**src/hdl/idtu_pkg.sv**
```systemverilog
// shared types, constants and helpers of the dateTime parser
`timescale 1ns / 1ps

package idtu_pkg;

  localparam int CHAR_W      = 8;
  localparam int YEAR_W      = 16;
  localparam int FRAC_DIGITS = 9;
  localparam int ACC_W       = 30;

  localparam logic [ACC_W-1:0] YEAR_MAX = ACC_W'((64'd1 << YEAR_W) - 64'd1);
  localparam logic [ACC_W-1:0] ACC_CAP  = ACC_W'(64'd1 << YEAR_W);

  localparam int PAYLOAD_W  = 1 + YEAR_W + 4 + 5 + 5 + 6 + 6 + ACC_W;
  localparam int OUT_DATA_W = ((PAYLOAD_W + 7) / 8) * 8;

  localparam logic [CHAR_W-1:0] CH_ZERO  = 8'h30;
  localparam logic [CHAR_W-1:0] CH_NINE  = 8'h39;
  localparam logic [CHAR_W-1:0] CH_MINUS = 8'h2D;
  localparam logic [CHAR_W-1:0] CH_PLUS  = 8'h2B;
  localparam logic [CHAR_W-1:0] CH_COLON = 8'h3A;
  localparam logic [CHAR_W-1:0] CH_DOT   = 8'h2E;
  localparam logic [CHAR_W-1:0] CH_T     = 8'h54;
  localparam logic [CHAR_W-1:0] CH_Z     = 8'h5A;

  localparam logic [3:0] MONTH_JAN = 4'd1;
  localparam logic [3:0] MONTH_FEB = 4'd2;
  localparam logic [3:0] MONTH_DEC = 4'd12;

  localparam logic [4:0] MONTH_DAYS [12] = '{
    5'd31, 5'd28, 5'd31, 5'd30, 5'd31, 5'd30,
    5'd31, 5'd31, 5'd30, 5'd31, 5'd30, 5'd31
  };

  // fields of one string after its last character
  typedef struct packed {
    logic              err;
    logic              bc;
    logic              leap;
    logic [YEAR_W-1:0] year;
    logic [3:0]        month;
    logic [4:0]        day;
    logic [4:0]        hour;
    logic [5:0]        minute;
    logic [5:0]        second;
    logic [ACC_W-1:0]  frac;
    logic [3:0]        frac_k;
    logic              off_neg;
    logic [3:0]        off_hour;
    logic [5:0]        off_minute;
  } fields_t;

  typedef struct packed {
    logic              valid_res;
    logic              is_bc;
    logic [YEAR_W-1:0] year;
    logic [3:0]        month;
    logic [4:0]        day;
    logic [4:0]        hour;
    logic [5:0]        minute;
    logic [5:0]        second;
    logic [ACC_W-1:0]  nanosecond;
  } result_t;

  function automatic logic [4:0] days_in(input logic leap, input logic [3:0] month);
    logic [4:0] dim;
    if (month < MONTH_JAN || month > MONTH_DEC) begin
      dim = 5'd31;
    end else begin
      dim = MONTH_DAYS[month - 4'd1] + 5'((month == MONTH_FEB) && leap);
    end
    return dim;
  endfunction

endpackage

```
**src/hdl/iso8601_datetime_to_utc_parser.sv**
```systemverilog
// dateTime string to utc parser, top level
// one character transaction per cycle while s_tready is high, no gaps between strings
// the final character fills the snapshot register, whose result enters the result register when the output is free
// stage one parses the character and snapshots the fields, stage two folds the offset to utc
// a stalled output holds its result and one more snapshot before input stalls
// synchronous reset clears the parse state and the valid flags of both pipeline registers at once
`timescale 1ns / 1ps

module iso8601_datetime_to_utc_parser import idtu_pkg::*; (
  input  logic                  clk,
  input  logic                  rst,
  input  logic                  s_tvalid,
  output logic                  s_tready,
  input  logic [CHAR_W-1:0]     s_tdata,   // char_code
  input  logic                  s_tlast,
  output logic                  m_tvalid,
  input  logic                  m_tready,
  output logic [OUT_DATA_W-1:0] m_tdata,   // is_bc, year, month, day, hour, minute, second,
                                           // nanosecond, zero fill
  output logic                  m_tuser    // valid_res
);

  logic    snap_valid;
  logic    snap_ready;
  fields_t snap;
  result_t res;

  idtu_char_parse u_parse (
    .clk        (clk),
    .rst        (rst),
    .in_valid   (s_tvalid),
    .in_ready   (s_tready),
    .char_code  (s_tdata),
    .last_char  (s_tlast),
    .snap_valid (snap_valid),
    .snap       (snap),
    .snap_ready (snap_ready)
  );

  idtu_utc_fold u_fold (
    .clk        (clk),
    .rst        (rst),
    .snap_valid (snap_valid),
    .snap_ready (snap_ready),
    .snap       (snap),
    .res_valid  (m_tvalid),
    .res_ready  (m_tready),
    .res        (res)
  );

  assign m_tuser = res.valid_res;
  assign m_tdata = {{(OUT_DATA_W-PAYLOAD_W){1'b0}}, res.nanosecond, res.second, res.minute,
                    res.hour, res.day, res.month, res.year, res.is_bc};

endmodule

```
**src/hdl/idtu_char_parse.sv**
```systemverilog
// per-character field parser with end-of-string snapshot register
`timescale 1ns / 1ps

module idtu_char_parse import idtu_pkg::*; (
  input  logic              clk,
  input  logic              rst,
  input  logic              in_valid,
  output logic              in_ready,
  input  logic [CHAR_W-1:0] char_code,
  input  logic              last_char,
  output logic              snap_valid,
  output fields_t           snap,
  input  logic              snap_ready
);

  typedef enum logic [3:0] {
    PH_YEAR      = 4'd0,
    PH_MONTH     = 4'd1,
    PH_DAY       = 4'd2,
    PH_HOUR      = 4'd3,
    PH_MINUTE    = 4'd4,
    PH_SECOND    = 4'd5,
    PH_FRAC      = 4'd6,
    PH_ZULU      = 4'd7,
    PH_TZ_HOUR   = 4'd8,
    PH_TZ_MINUTE = 4'd9
  } phase_t;

  // year residue mod 25, for the century leap rule
  function automatic logic [4:0] mod25(input logic [4:0] r, input logic [3:0] d);
    logic [7:0]  x;
    logic [13:0] p;
    logic [7:0]  q;
    x = 8'(r) * 8'd10 + 8'(d);
    p = 14'(x) * 14'd41;
    q = 8'(p[13:10]);
    return 5'(x - q * 8'd25);
  endfunction

  phase_t           phase;
  phase_t           phase_next;
  logic [3:0]       dc;
  logic [ACC_W-1:0] acc;
  logic             lead_zero;
  logic [4:0]       r25;
  fields_t          f;
  fields_t          f_next;

  logic              accept;
  logic              is_digit;
  logic [3:0]        dig;
  logic              busy;
  logic              zulu_hit;
  logic              bc_minus;
  logic              take_digit;
  logic              close_char;
  logic              close_end;
  logic              do_close;
  logic [ACC_W+3:0]  acc_mac;
  logic [ACC_W-1:0]  acc_upd;
  logic [3:0]        dc_upd;
  logic              lz_upd;
  logic [4:0]        r25_upd;
  logic [CHAR_W-1:0] ch;
  logic              two;
  logic              err_c;
  logic              at_err;
  logic              at_neg;
  phase_t            at_phase;

  assign in_ready = !snap_valid || snap_ready;
  assign accept   = in_valid && in_ready;

  assign is_digit   = (char_code >= CH_ZERO) && (char_code <= CH_NINE);
  assign dig        = char_code[3:0];
  assign busy       = !f.err && (phase != PH_ZULU);
  assign zulu_hit   = !f.err && (phase == PH_ZULU);
  assign bc_minus   = busy && (phase == PH_YEAR) && (char_code == CH_MINUS) &&
                      (dc == 4'd0) && !f.bc;
  assign take_digit = busy && is_digit;
  assign close_char = busy && !is_digit && !bc_minus;
  assign close_end  = last_char && busy && !close_char;
  assign do_close   = close_char || close_end;

  assign acc_mac = (ACC_W+4)'(acc) * (ACC_W+4)'(10) + (ACC_W+4)'(dig);

  always_comb begin
    acc_upd = acc;
    if (take_digit) begin
      if (phase == PH_FRAC) begin
        if (dc < 4'(FRAC_DIGITS)) begin
          acc_upd = acc_mac[ACC_W-1:0];
        end
      end else if (acc_mac > (ACC_W+4)'(ACC_CAP)) begin
        acc_upd = ACC_CAP;
      end else begin
        acc_upd = acc_mac[ACC_W-1:0];
      end
    end
  end

  assign dc_upd  = (take_digit && dc != 4'hF) ? dc + 4'd1 : dc;
  assign lz_upd  = lead_zero ||
                   (take_digit && phase == PH_YEAR && dc == 4'd0 && dig == 4'd0);
  assign r25_upd = (take_digit && phase == PH_YEAR) ? mod25(r25, dig) : r25;

  assign ch  = close_char ? char_code : '0;
  assign two = (dc_upd == 4'd2);

  // what may follow the seconds or the fraction
  always_comb begin
    at_err   = 1'b0;
    at_neg   = f.off_neg;
    at_phase = phase;
    if (!close_end) begin
      priority if (ch == CH_Z) begin
        at_phase = PH_ZULU;
      end else if (ch == CH_DOT && phase == PH_SECOND) begin
        at_phase = PH_FRAC;
      end else if (ch == CH_PLUS || ch == CH_MINUS) begin
        at_neg   = (ch == CH_MINUS);
        at_phase = PH_TZ_HOUR;
      end else begin
        at_err = 1'b1;
      end
    end
  end

  always_comb begin
    f_next     = f;
    f_next.bc  = f.bc || bc_minus;
    phase_next = phase;
    err_c      = 1'b0;
    if (do_close) begin
      unique case (phase)
        PH_YEAR: begin
          err_c = (lz_upd ? dc_upd != 4'd4 : dc_upd < 4'd4) || acc_upd == '0 ||
                  acc_upd > YEAR_MAX || close_end || ch != CH_MINUS;
          f_next.year = acc_upd[YEAR_W-1:0];
          f_next.leap = (acc_upd[1:0] == 2'd0) &&
                        (r25_upd != 5'd0 || acc_upd[3:0] == 4'd0);
          phase_next  = PH_MONTH;
        end
        PH_MONTH: begin
          err_c = !two || acc_upd < ACC_W'(1) || acc_upd > ACC_W'(12) ||
                  close_end || ch != CH_MINUS;
          f_next.month = acc_upd[3:0];
          phase_next   = PH_DAY;
        end
        PH_DAY: begin
          err_c = !two || acc_upd < ACC_W'(1) ||
                  acc_upd > ACC_W'(days_in(f.leap, f.month)) ||
                  close_end || ch != CH_T;
          f_next.day = acc_upd[4:0];
          phase_next = PH_HOUR;
        end
        PH_HOUR: begin
          err_c = !two || acc_upd > ACC_W'(24) || close_end || ch != CH_COLON;
          f_next.hour = acc_upd[4:0];
          phase_next  = PH_MINUTE;
        end
        PH_MINUTE: begin
          err_c = !two || acc_upd > ACC_W'(59) || close_end || ch != CH_COLON;
          f_next.minute = acc_upd[5:0];
          phase_next    = PH_SECOND;
        end
        PH_SECOND: begin
          if (!two || acc_upd > ACC_W'(60)) begin
            err_c = 1'b1;
          end else begin
            f_next.second  = acc_upd[5:0];
            f_next.off_neg = at_neg;
            phase_next     = at_phase;
            err_c          = at_err;
          end
        end
        PH_FRAC: begin
          if (dc_upd == 4'd0) begin
            err_c = 1'b1;
          end else begin
            f_next.frac    = acc_upd;
            f_next.frac_k  = (dc_upd < 4'(FRAC_DIGITS)) ? dc_upd : 4'(FRAC_DIGITS);
            f_next.off_neg = at_neg;
            phase_next     = at_phase;
            err_c          = at_err;
          end
        end
        PH_TZ_HOUR: begin
          err_c = !two || acc_upd > ACC_W'(14) || close_end || ch != CH_COLON;
          f_next.off_hour = acc_upd[3:0];
          phase_next      = PH_TZ_MINUTE;
        end
        default: begin
          err_c = !two || acc_upd > ACC_W'(59) ||
                  (f.off_hour == 4'd14 && acc_upd != '0) || !close_end;
          f_next.off_minute = acc_upd[5:0];
        end
      endcase
    end
    // a separator as the last character leaves an empty field behind it
    f_next.err = f.err || zulu_hit || err_c ||
                 (last_char && close_char && phase_next != PH_ZULU);
  end

  always_ff @(posedge clk) begin
    if (rst) begin
      phase      <= PH_YEAR;
      dc         <= '0;
      acc        <= '0;
      lead_zero  <= 1'b0;
      r25        <= '0;
      f          <= '0;
      snap_valid <= 1'b0;
    end else begin
      if (accept) begin
        if (last_char) begin
          phase     <= PH_YEAR;
          dc        <= '0;
          acc       <= '0;
          lead_zero <= 1'b0;
          r25       <= '0;
          f         <= '0;
          snap      <= f_next;
        end else begin
          phase     <= phase_next;
          dc        <= do_close ? '0 : dc_upd;
          acc       <= do_close ? '0 : acc_upd;
          lead_zero <= lz_upd;
          r25       <= do_close ? '0 : r25_upd;
          f         <= f_next;
        end
      end
      if (accept && last_char) begin
        snap_valid <= 1'b1;
      end else if (snap_ready) begin
        snap_valid <= 1'b0;
      end
    end
  end

endmodule

```
**src/hdl/idtu_utc_fold.sv**
```systemverilog
// utc fold of the offset and day rollover into the result register
`timescale 1ns / 1ps

module idtu_utc_fold import idtu_pkg::*; (
  input  logic    clk,
  input  logic    rst,
  input  logic    snap_valid,
  output logic    snap_ready,
  input  fields_t snap,
  output logic    res_valid,
  input  logic    res_ready,
  output result_t res
);

  // scale of k kept fractional digits to nanoseconds
  function automatic logic [ACC_W-1:0] frac_scale(input logic [3:0] k);
    logic [ACC_W-1:0] s;
    unique case (k)
      4'd1:    s = ACC_W'(100000000);
      4'd2:    s = ACC_W'(10000000);
      4'd3:    s = ACC_W'(1000000);
      4'd4:    s = ACC_W'(100000);
      4'd5:    s = ACC_W'(10000);
      4'd6:    s = ACC_W'(1000);
      4'd7:    s = ACC_W'(100);
      4'd8:    s = ACC_W'(10);
      default: s = ACC_W'(1);
    endcase
    return s;
  endfunction

  logic              load;
  logic              roll;
  logic              roll_bad;
  logic [4:0]        h0;
  logic              borrow;
  logic [6:0]        mi_p;
  logic [5:0]        t_p;
  logic              prev;
  logic [5:0]        h_p;
  logic [6:0]        ms;
  logic              carry;
  logic [6:0]        mi_m;
  logic [5:0]        hs;
  logic              nxt;
  logic [5:0]        h_m;
  logic              inc;
  logic              dec;
  logic [4:0]        dim_cur;
  logic [4:0]        dim_prev;
  logic [YEAR_W:0]   y_in;
  logic [YEAR_W:0]   y_out;
  logic [3:0]        m_out;
  logic [4:0]        d_out;
  logic              bc_out;
  logic [5:0]        h_out;
  logic [6:0]        mi_out;
  logic              ok;
  logic [ACC_W-1:0]  ns;
  result_t           res_next;

  assign snap_ready = !res_valid || res_ready;
  assign load       = snap_valid && snap_ready;

  assign roll     = (snap.hour == 5'd24);
  assign roll_bad = roll && (snap.minute != '0 || snap.second != '0 || snap.frac != '0);
  assign h0       = roll ? 5'd0 : snap.hour;

  // plus offset: subtract
  assign borrow = snap.minute < snap.off_minute;
  assign mi_p   = borrow ? 7'(snap.minute) + 7'd60 - 7'(snap.off_minute)
                         : 7'(snap.minute) - 7'(snap.off_minute);
  assign t_p    = 6'(h0) + 6'd24 - 6'(borrow) - 6'(snap.off_hour);
  assign prev   = t_p < 6'd24;
  assign h_p    = prev ? t_p : t_p - 6'd24;

  // minus offset: add
  assign ms    = 7'(snap.minute) + 7'(snap.off_minute);
  assign carry = ms >= 7'd60;
  assign mi_m  = carry ? ms - 7'd60 : ms;
  assign hs    = 6'(h0) + 6'(snap.off_hour) + 6'(carry);
  assign nxt   = hs >= 6'd24;
  assign h_m   = nxt ? hs - 6'd24 : hs;

  // rollover and a plus offset that borrows a day cancel out
  assign inc = roll ? !(!snap.off_neg && prev) : (snap.off_neg && nxt);
  assign dec = !roll && !snap.off_neg && prev;

  assign h_out  = snap.off_neg ? h_m : h_p;
  assign mi_out = snap.off_neg ? mi_m : mi_p;

  assign dim_cur  = days_in(snap.leap, snap.month);
  assign dim_prev = days_in(snap.leap, snap.month - 4'd1);
  assign y_in     = (YEAR_W+1)'(snap.year);

  always_comb begin
    y_out  = y_in;
    m_out  = snap.month;
    d_out  = snap.day;
    bc_out = snap.bc;
    if (inc) begin
      if (snap.day < dim_cur) begin
        d_out = snap.day + 5'd1;
      end else if (snap.month < MONTH_DEC) begin
        d_out = 5'd1;
        m_out = snap.month + 4'd1;
      end else begin
        d_out = 5'd1;
        m_out = MONTH_JAN;
        if (!snap.bc) begin
          y_out = y_in + (YEAR_W+1)'(1);
        end else if (y_in == (YEAR_W+1)'(1)) begin
          bc_out = 1'b0;
        end else begin
          y_out = y_in - (YEAR_W+1)'(1);
        end
      end
    end else if (dec) begin
      if (snap.day > 5'd1) begin
        d_out = snap.day - 5'd1;
      end else if (snap.month > MONTH_JAN) begin
        m_out = snap.month - 4'd1;
        d_out = dim_prev;
      end else begin
        m_out = MONTH_DEC;
        d_out = 5'd31;
        if (snap.bc) begin
          y_out = y_in + (YEAR_W+1)'(1);
        end else if (y_in == (YEAR_W+1)'(1)) begin
          bc_out = 1'b1;
        end else begin
          y_out = y_in - (YEAR_W+1)'(1);
        end
      end
    end
  end

  assign ok = !snap.err && !roll_bad && y_out != '0 && !y_out[YEAR_W];
  assign ns = snap.frac * frac_scale(snap.frac_k);

  always_comb begin
    res_next = '0;
    if (ok) begin
      res_next.valid_res  = 1'b1;
      res_next.is_bc      = bc_out;
      res_next.year       = y_out[YEAR_W-1:0];
      res_next.month      = m_out;
      res_next.day        = d_out;
      res_next.hour       = h_out[4:0];
      res_next.minute     = mi_out[5:0];
      res_next.second     = snap.second;
      res_next.nanosecond = ns;
    end
  end

  always_ff @(posedge clk) begin
    if (rst) begin
      res_valid <= 1'b0;
    end else begin
      if (load) begin
        res_valid <= 1'b1;
      end else if (res_ready) begin
        res_valid <= 1'b0;
      end
      if (load) begin
        res <= res_next;
      end
    end
  end

endmodule

```
**config.mk**
```make
export PLATFORM = sky130hd
export DESIGN_NAME = iso8601_datetime_to_utc_parser
export DESIGN_NICKNAME = d
export VERILOG_FILES = /design/src/hdl/idtu_pkg.sv /design/src/hdl/iso8601_datetime_to_utc_parser.sv /design/src/hdl/idtu_char_parse.sv /design/src/hdl/idtu_utc_fold.sv
export SDC_FILE = /design/constraint.sdc
export NUM_CORES = 2
export LEC_CHECK = 0
export BUFFER_PORTS_ARGS = -buffer_cell sky130_fd_sc_hd__buf_2
export CAP_MARGIN = 20
export CORE_ASPECT_RATIO = 0.75
export CORE_MARGIN = 10
export CORE_UTILIZATION = 43
export CTS_BUF_LIST = sky130_fd_sc_hd__clkbuf_8 sky130_fd_sc_hd__clkbuf_16
export CTS_CLUSTER_DIAMETER = 40
export CTS_CLUSTER_SIZE = 25
export DETAILED_ROUTE_END_ITERATION = 10
export PLACE_DENSITY = 0.57
export SLEW_MARGIN = 20
export SYNTH_ARGS = -nofsm -noshare
export SYNTH_HDL_FRONTEND = slang
export SYNTH_SLANG_ARGS = --single-unit
```
**constraint.sdc**
```tcl
create_clock -name clk -period 16.6 [get_ports clk]
set_input_delay 2.49 -clock clk [delete_from_list [all_inputs] [get_ports clk]]
set_output_delay 2.49 -clock clk [all_outputs]
set_load 0.01 [all_outputs]
```
Word-level counts from Yosys, hierarchy flattened

Memories as Yosys holds them, arrays and structs flattened. A register that Yosys moved wholly into a read port is not among the register bits.
Index checks and enable logic that the tools add are counted.
W data, S select, Z words.

Add/subtract/negate cells: 27
Multiply operators: 5
Magnitude comparators: 31
Eq/ne operators: 27
Multiplexer cells: 107
Bitwise operators: 4
Reductions and logical operators: 106

Operators with widths:

| kind                    | count |
|---|---|
| $mux W30                | 6 |
| $mux W17                | 10 |
| $mux W5                 | 25 |
| $mux W90                | 1 |
| $mux W88                | 1 |
| $mux W4                 | 21 |
| $mux W74                | 1 |
| $gt A30 B4 Y1 const B   | 2 |
| $gt A30 B6 Y1 const B   | 2 |
| $reduce_bool A30 Y1     | 2 |
| $mux W6                 | 7 |
| $logic_or A1 B1 Y1      | 38 |
| $logic_and A1 B1 Y1     | 35 |
| $mux W35                | 1 |
| $add A34 B4 Y34         | 1 |
| $gt A34 B17 Y1 const B  | 1 |
| $mux W34                | 1 |
| $mul A30 B3 Y33 const B | 1 |
| $eq A8 B6 Y1 const B    | 4 |
| $pmux W4 S8             | 1 |
| $gt A30 B16 Y1 const B  | 1 |
| $gt A30 B5 Y1           | 1 |
| $gt A30 B5 Y1 const B   | 1 |
| $logic_not A30 Y1       | 1 |
| 65 further kinds        | 142 |

Flip-flop bits (word level): 300
ROM bits: 640
Logic and storage cells: 355
Memories: 4

Memories:

| name             | words | bits a word | rd ports | clocked after Yosys merged registers in | write ports | line                | RTL |
|---|---|---|---|---|---|---|---|
| (name not given) | 16    | 25          | 1        | 1                                       | 0           | idtu_utc_fold.sv:18 | `unique case (k)` |
| (name not given) | 16    | 5           | 1        | 0                                       | 0           | idtu_pkg.sv:70      | `dim = MONTH_DAYS[month - 4'd1] + 5'((month == MONTH_FEB) && leap);` |
| (name not given) | 16    | 5           | 1        | 0                                       | 0           | idtu_pkg.sv:70      |  |
| (name not given) | 16    | 5           | 1        | 0                                       | 0           | idtu_pkg.sv:70      |  |

Depth between registers and ports, before layout

Depth in word-level cells: 22
Gate-level depth with buffers: 34
Depth with buffers taken out: 34

By module

Synthesis repeated with hierarchy kept, for this count alone.

Cell total of the unflattened synthesis: 3938
Area, all modules: 34698.3 µm²

By module, submodules not included:

| module                         | instances | cells an instance | area an instance (µm²) | seq. area each (µm²) |
|---|---|---|---|---|
| idtu_utc_fold                  | 1         | 2223              | 19703.9                | 2242.2 |
| idtu_char_parse                | 1         | 1707              | 14938.1                | 5405.2 |
| iso8601_datetime_to_utc_parser | 1         | 8                 | 56.3                   | 0.0 |

Worst setup path after synthesis

No wires, ideal clock.

Path type: input port to flip-flop
From: input rst
To: register u_fold.res[0] (netlist name)
Data arrival time: 8.314 ns
Data required time: 15.988 ns
Slack: 7.673 ns
Stages: 3
Path buffers: 2
Cell sequence: clkbuf_1 -> clkbuf_1 -> nor3b_1

Cells in the longest elaborated chain, start to end: 2

RTL lines:

| what                               | line                                 | RTL |
|---|---|---|
| start, declared                    | iso8601_datetime_to_utc_parser.sv:11 | `input logic rst,` |
| $not A1 Y1 (no source line)        | -                                    |  |
| $reduce_and A2 Y1 (no source line) | -                                    |  |

Every way passes these cells.
A chain may end at the register's enable or synchronous reset.

==> results_dict.tcl <==
set metrics [dict create \
    run_status "finished, final reports clean" \
    ir_worst_vdd_v 0.0000869 \
    worst_pin_slew_ns 1.19 \
    grt_usage_pct 20.2 \
    detailed_place_hpwl_um 69600 \
    layout-drive-gt1-share_pct 7.51 \
    wl_per_cell_um 18.9 \
    cts_made_buffers 54 \
    synth_edf_count 164 \
    setup-tns-final_ns 0 \
    drt_iter0_markers 2253 \
    min_period_ns 8.74 \
    final_net_count 4398 \
    row_count 88 \
    pin_count 96 \
    cts.clk_slew.worst_paths_ns 0.05 \
    cap_violations 0 \
    power_mw 2.94 \
    ys_seq_area_share_pct 23.9 \
    postCtsSetupRepairBufs 0 \
    reg2regPathDepth 26 \
    fmaxAchievable_mhz 114 \
    rsz0062_at_grt "no" \
    synth.area.top_cells "fa_1, edfxtp_1, ha_1, dfxtp_1, inv_1" \
    p_leak_nw 16.4 \
    clock_tree.root_cell "clkbuf_16" \
    rrSetupSlack_ns 7.95 \
    finalCritPeriodShare_pct 52.6 \
    synthCells 3748 \
    synthFlopType "edfxtp_1" \
    via_per_inst 5.40 \
    hold_buffers 0 \
    synth.top_cell.area_share_pct 20.7 \
    drv_slew 0 \
    tritoncts "yes" \
    fp.dieH_um 262 \
    r2r-start "u_parse.snap[20]" \
    synth_area_um2 33600 \
    hold_path_end "u_parse.f[45]" \
    initial_utilization_pct 43.5 \
    synth-async-reset-ratio_pct 0 \
    skew_ns 0.0291 \
    synth_top_area_cell "fa_1" \
    numPortBuffers 88 \
    synth_seq_cells 320 \
    first_pass_iters 6 \
    grt_pass1_wl_um 146000 \
    worstSkewPairLatency_ns 0.61 \
    worstPathArrival_ns 9.07 \
    antenna_found_initial 1 \
    crit_type "input port to flip-flop" \
    synth_warnings 0 \
    first_global_vias 25100 \
    gp_congestion 0.889 \
    ys_types 97 \
    ant_nets 0 \
    cp-end-kind "flip-flop" \
    hold_class "flip-flop to flip-flop" \
    vias 26000 \
    h-tree-depth 2 \
    grt_max_degree 88 \
    die_area_um2 89900 \
    synthTopCellsByCount "inv_1, nand2_1, fa_1" \
    clock_path_buffers 3 \
    power.density_nw_per_um2 79.8 \
    finalHoldViolCount 0 \
    die_x_um 343 \
    crit_fanout 12 \
    min_from "u_parse.f[45]" \
    cts-resized-gates 0 \
    start_kind "input port" \
    r2r_end "u_fold.res[28]" \
    drc 0 \
    critPathRequiredTime_ns 16.93 \
    syn_avg_cell_area_um2 8.97 \
    overflow 0 \
    n_antenna_cell 0 \
    min_path_cells 2 \
    numClockSinks 320 \
    syn2layout_area_growth_pct 9.78 \
    core-area_um2 77200 \
    finalWirelength_um 91300 \
    setup_viol 0 \
    slew_headroom_pct 19.8 \
    synth.most_common_cell "inv_1" \
    utilization_pct 47.8 \
]
## layer usage
layer	wire (µm)	vias to the layer above	global-route usage, %	part of all wire (%)
li1	-	12500	-	-
met1	46800	12700	31.8	51
met2	36600	758	28.2	40
met3	6220	87	3.29	6.8
met4	1620	0	4.23	1.8
met5	0	-	0	0
## cell families (layout without fill, tap and decap cells)
| kind of cell | Yosys count | after routing | synth area share, % |
|---|---|---|---|
| AO/OA/AOI/OAI | 657 | 657 | 13.0 |
| XOR/XNOR | 177 | 177 | 4.61 |
| adder cells (fa/ha/maj) | 648 | 648 | 31.9 |
| buffers and inverters | 674 | 703 | 7.65 |
| flip-flops | 320 | 320 | 23.9 |
| multiplexers | 28 | 28 | 0.886 |
| other | 1 | 7 | 0.0112 |
| AND/OR/NAND/NOR | 1243 | 1243 | 17.9 |
## final cells by class
cell class / instances / area, µm²
fill: 7475 / 40300
multi-input combinational: 2760 / 23100
sequential: 320 / 8050
inverter: 473 / 1780
clock buffer: 55 / 1370
tap: 1035 / 1290
timing repair buffer: 128 / 743
clock inverter: 47 / 591
## per-stage QoR
step / hold slack (ns) / setup slack [ns] / std cells / area [µm²]
2_1_floorplan: 0.432 / 7.67 / 3754 / 33600
3_3_place_gp: 0.443 / 7.47 / 4716 / 34900
3_5_place_dp: 0.448 / 7.41 / 4716 / 34900
4_1_cts: 0.455 / 7.97 / 4818 / 36900
5_1_grt: 0.488 / 7.16 / 4818 / 36900
6_report: 0.454 / 7.86 / 4818 / 36900
## worst max path at each step
stage | slack [ns] | endpoint | from | cells past startpoint
5_1_grt | 7.16 | u_parse.snap[89] | s_tdata[2] | 28
3_5_place_dp | 7.41 | u_parse.f[87] | s_tdata[1] | 30
2_1_floorplan | 7.67 | u_fold.res[0] | rst | 3
4_1_cts | 7.97 | u_fold.res[28] | u_parse.snap[20] | 26
3_3_place_gp | 7.47 | u_parse.f[87] | s_tdata[1] | 30
6_report | 7.86 | u_parse.snap[89] | s_tdata[2] | 28
## layout by cell type (no fill, tap or decap), types with 11 or more instances in the layout
master / n
and3_1: 24
a31oi_1: 18
a211oi_1: 25
or2_2: 13
nor2_1: 336
nand3_1: 58
nor2b_1: 31
xnor2_1: 129
o21ai_0: 110
a21oi_1: 162
o211ai_1: 11
a21o_1: 47
or3_1: 13
nor3_1: 55
fa_1: 348
nand2b_1: 18
xor2_1: 48
mux2_2: 14
nor4_1: 25
and2_1: 218
edfxtp_1: 164
ha_1: 300
o21a_1: 24
clkbuf_16: 54
buf_2: 87
mux2i_1: 14
nand4_1: 21
buf_4: 41
a22oi_1: 127
inv_1: 475
nand2_1: 368
o21bai_1: 13
dfxtp_1: 156
## critical path, cell delays in order
cell       delay [ns]
buf_2            0.19
ha_1             0.31
a21o_1           0.11
a21oi_1          0.11
nor3_1           0.32
nand3_1          0.22
nor4b_2          0.73
inv_1            0.17
nor3_1           0.37
xor2_1           0.16
nor4_1           0.28
nand4bb_1        0.56
nor4b_1          0.54
a221oi_2         0.07
buf_4            0.24
inv_1            0.11
ha_1             0.25
nor2b_1          0.13
o21a_1           0.16
o21ai_0          0.14
nand2b_1         0.07
a21oi_1          0.13
a31oi_1          0.06
or4_1            0.47
o21ai_1          0.13
nand4_1          0.12
o31ai_2          0.30
o31ai_1          0.12
## flip-flops by register name, indices dropped and copies added (netlist names), named ones only
register and count:
u_parse.snap 90, u_parse.r25 5, u_fold.res 74, u_parse.f 90, u_parse.acc 30, u_parse.lead_zero 1, u_parse.dc 4, u_parse.phase 4
u_fold.res_valid 1, u_parse.snap_valid 1
## report_power, final
part	total, mW	switching [mW]	leakage [nW]	internal [mW]
clock network	1.20	0.433	0.957	0.765
logic	0.865	0.510	12.7	0.355
registers	0.879	0.0211	2.78	0.858
(Power assumes the default switching activity.)
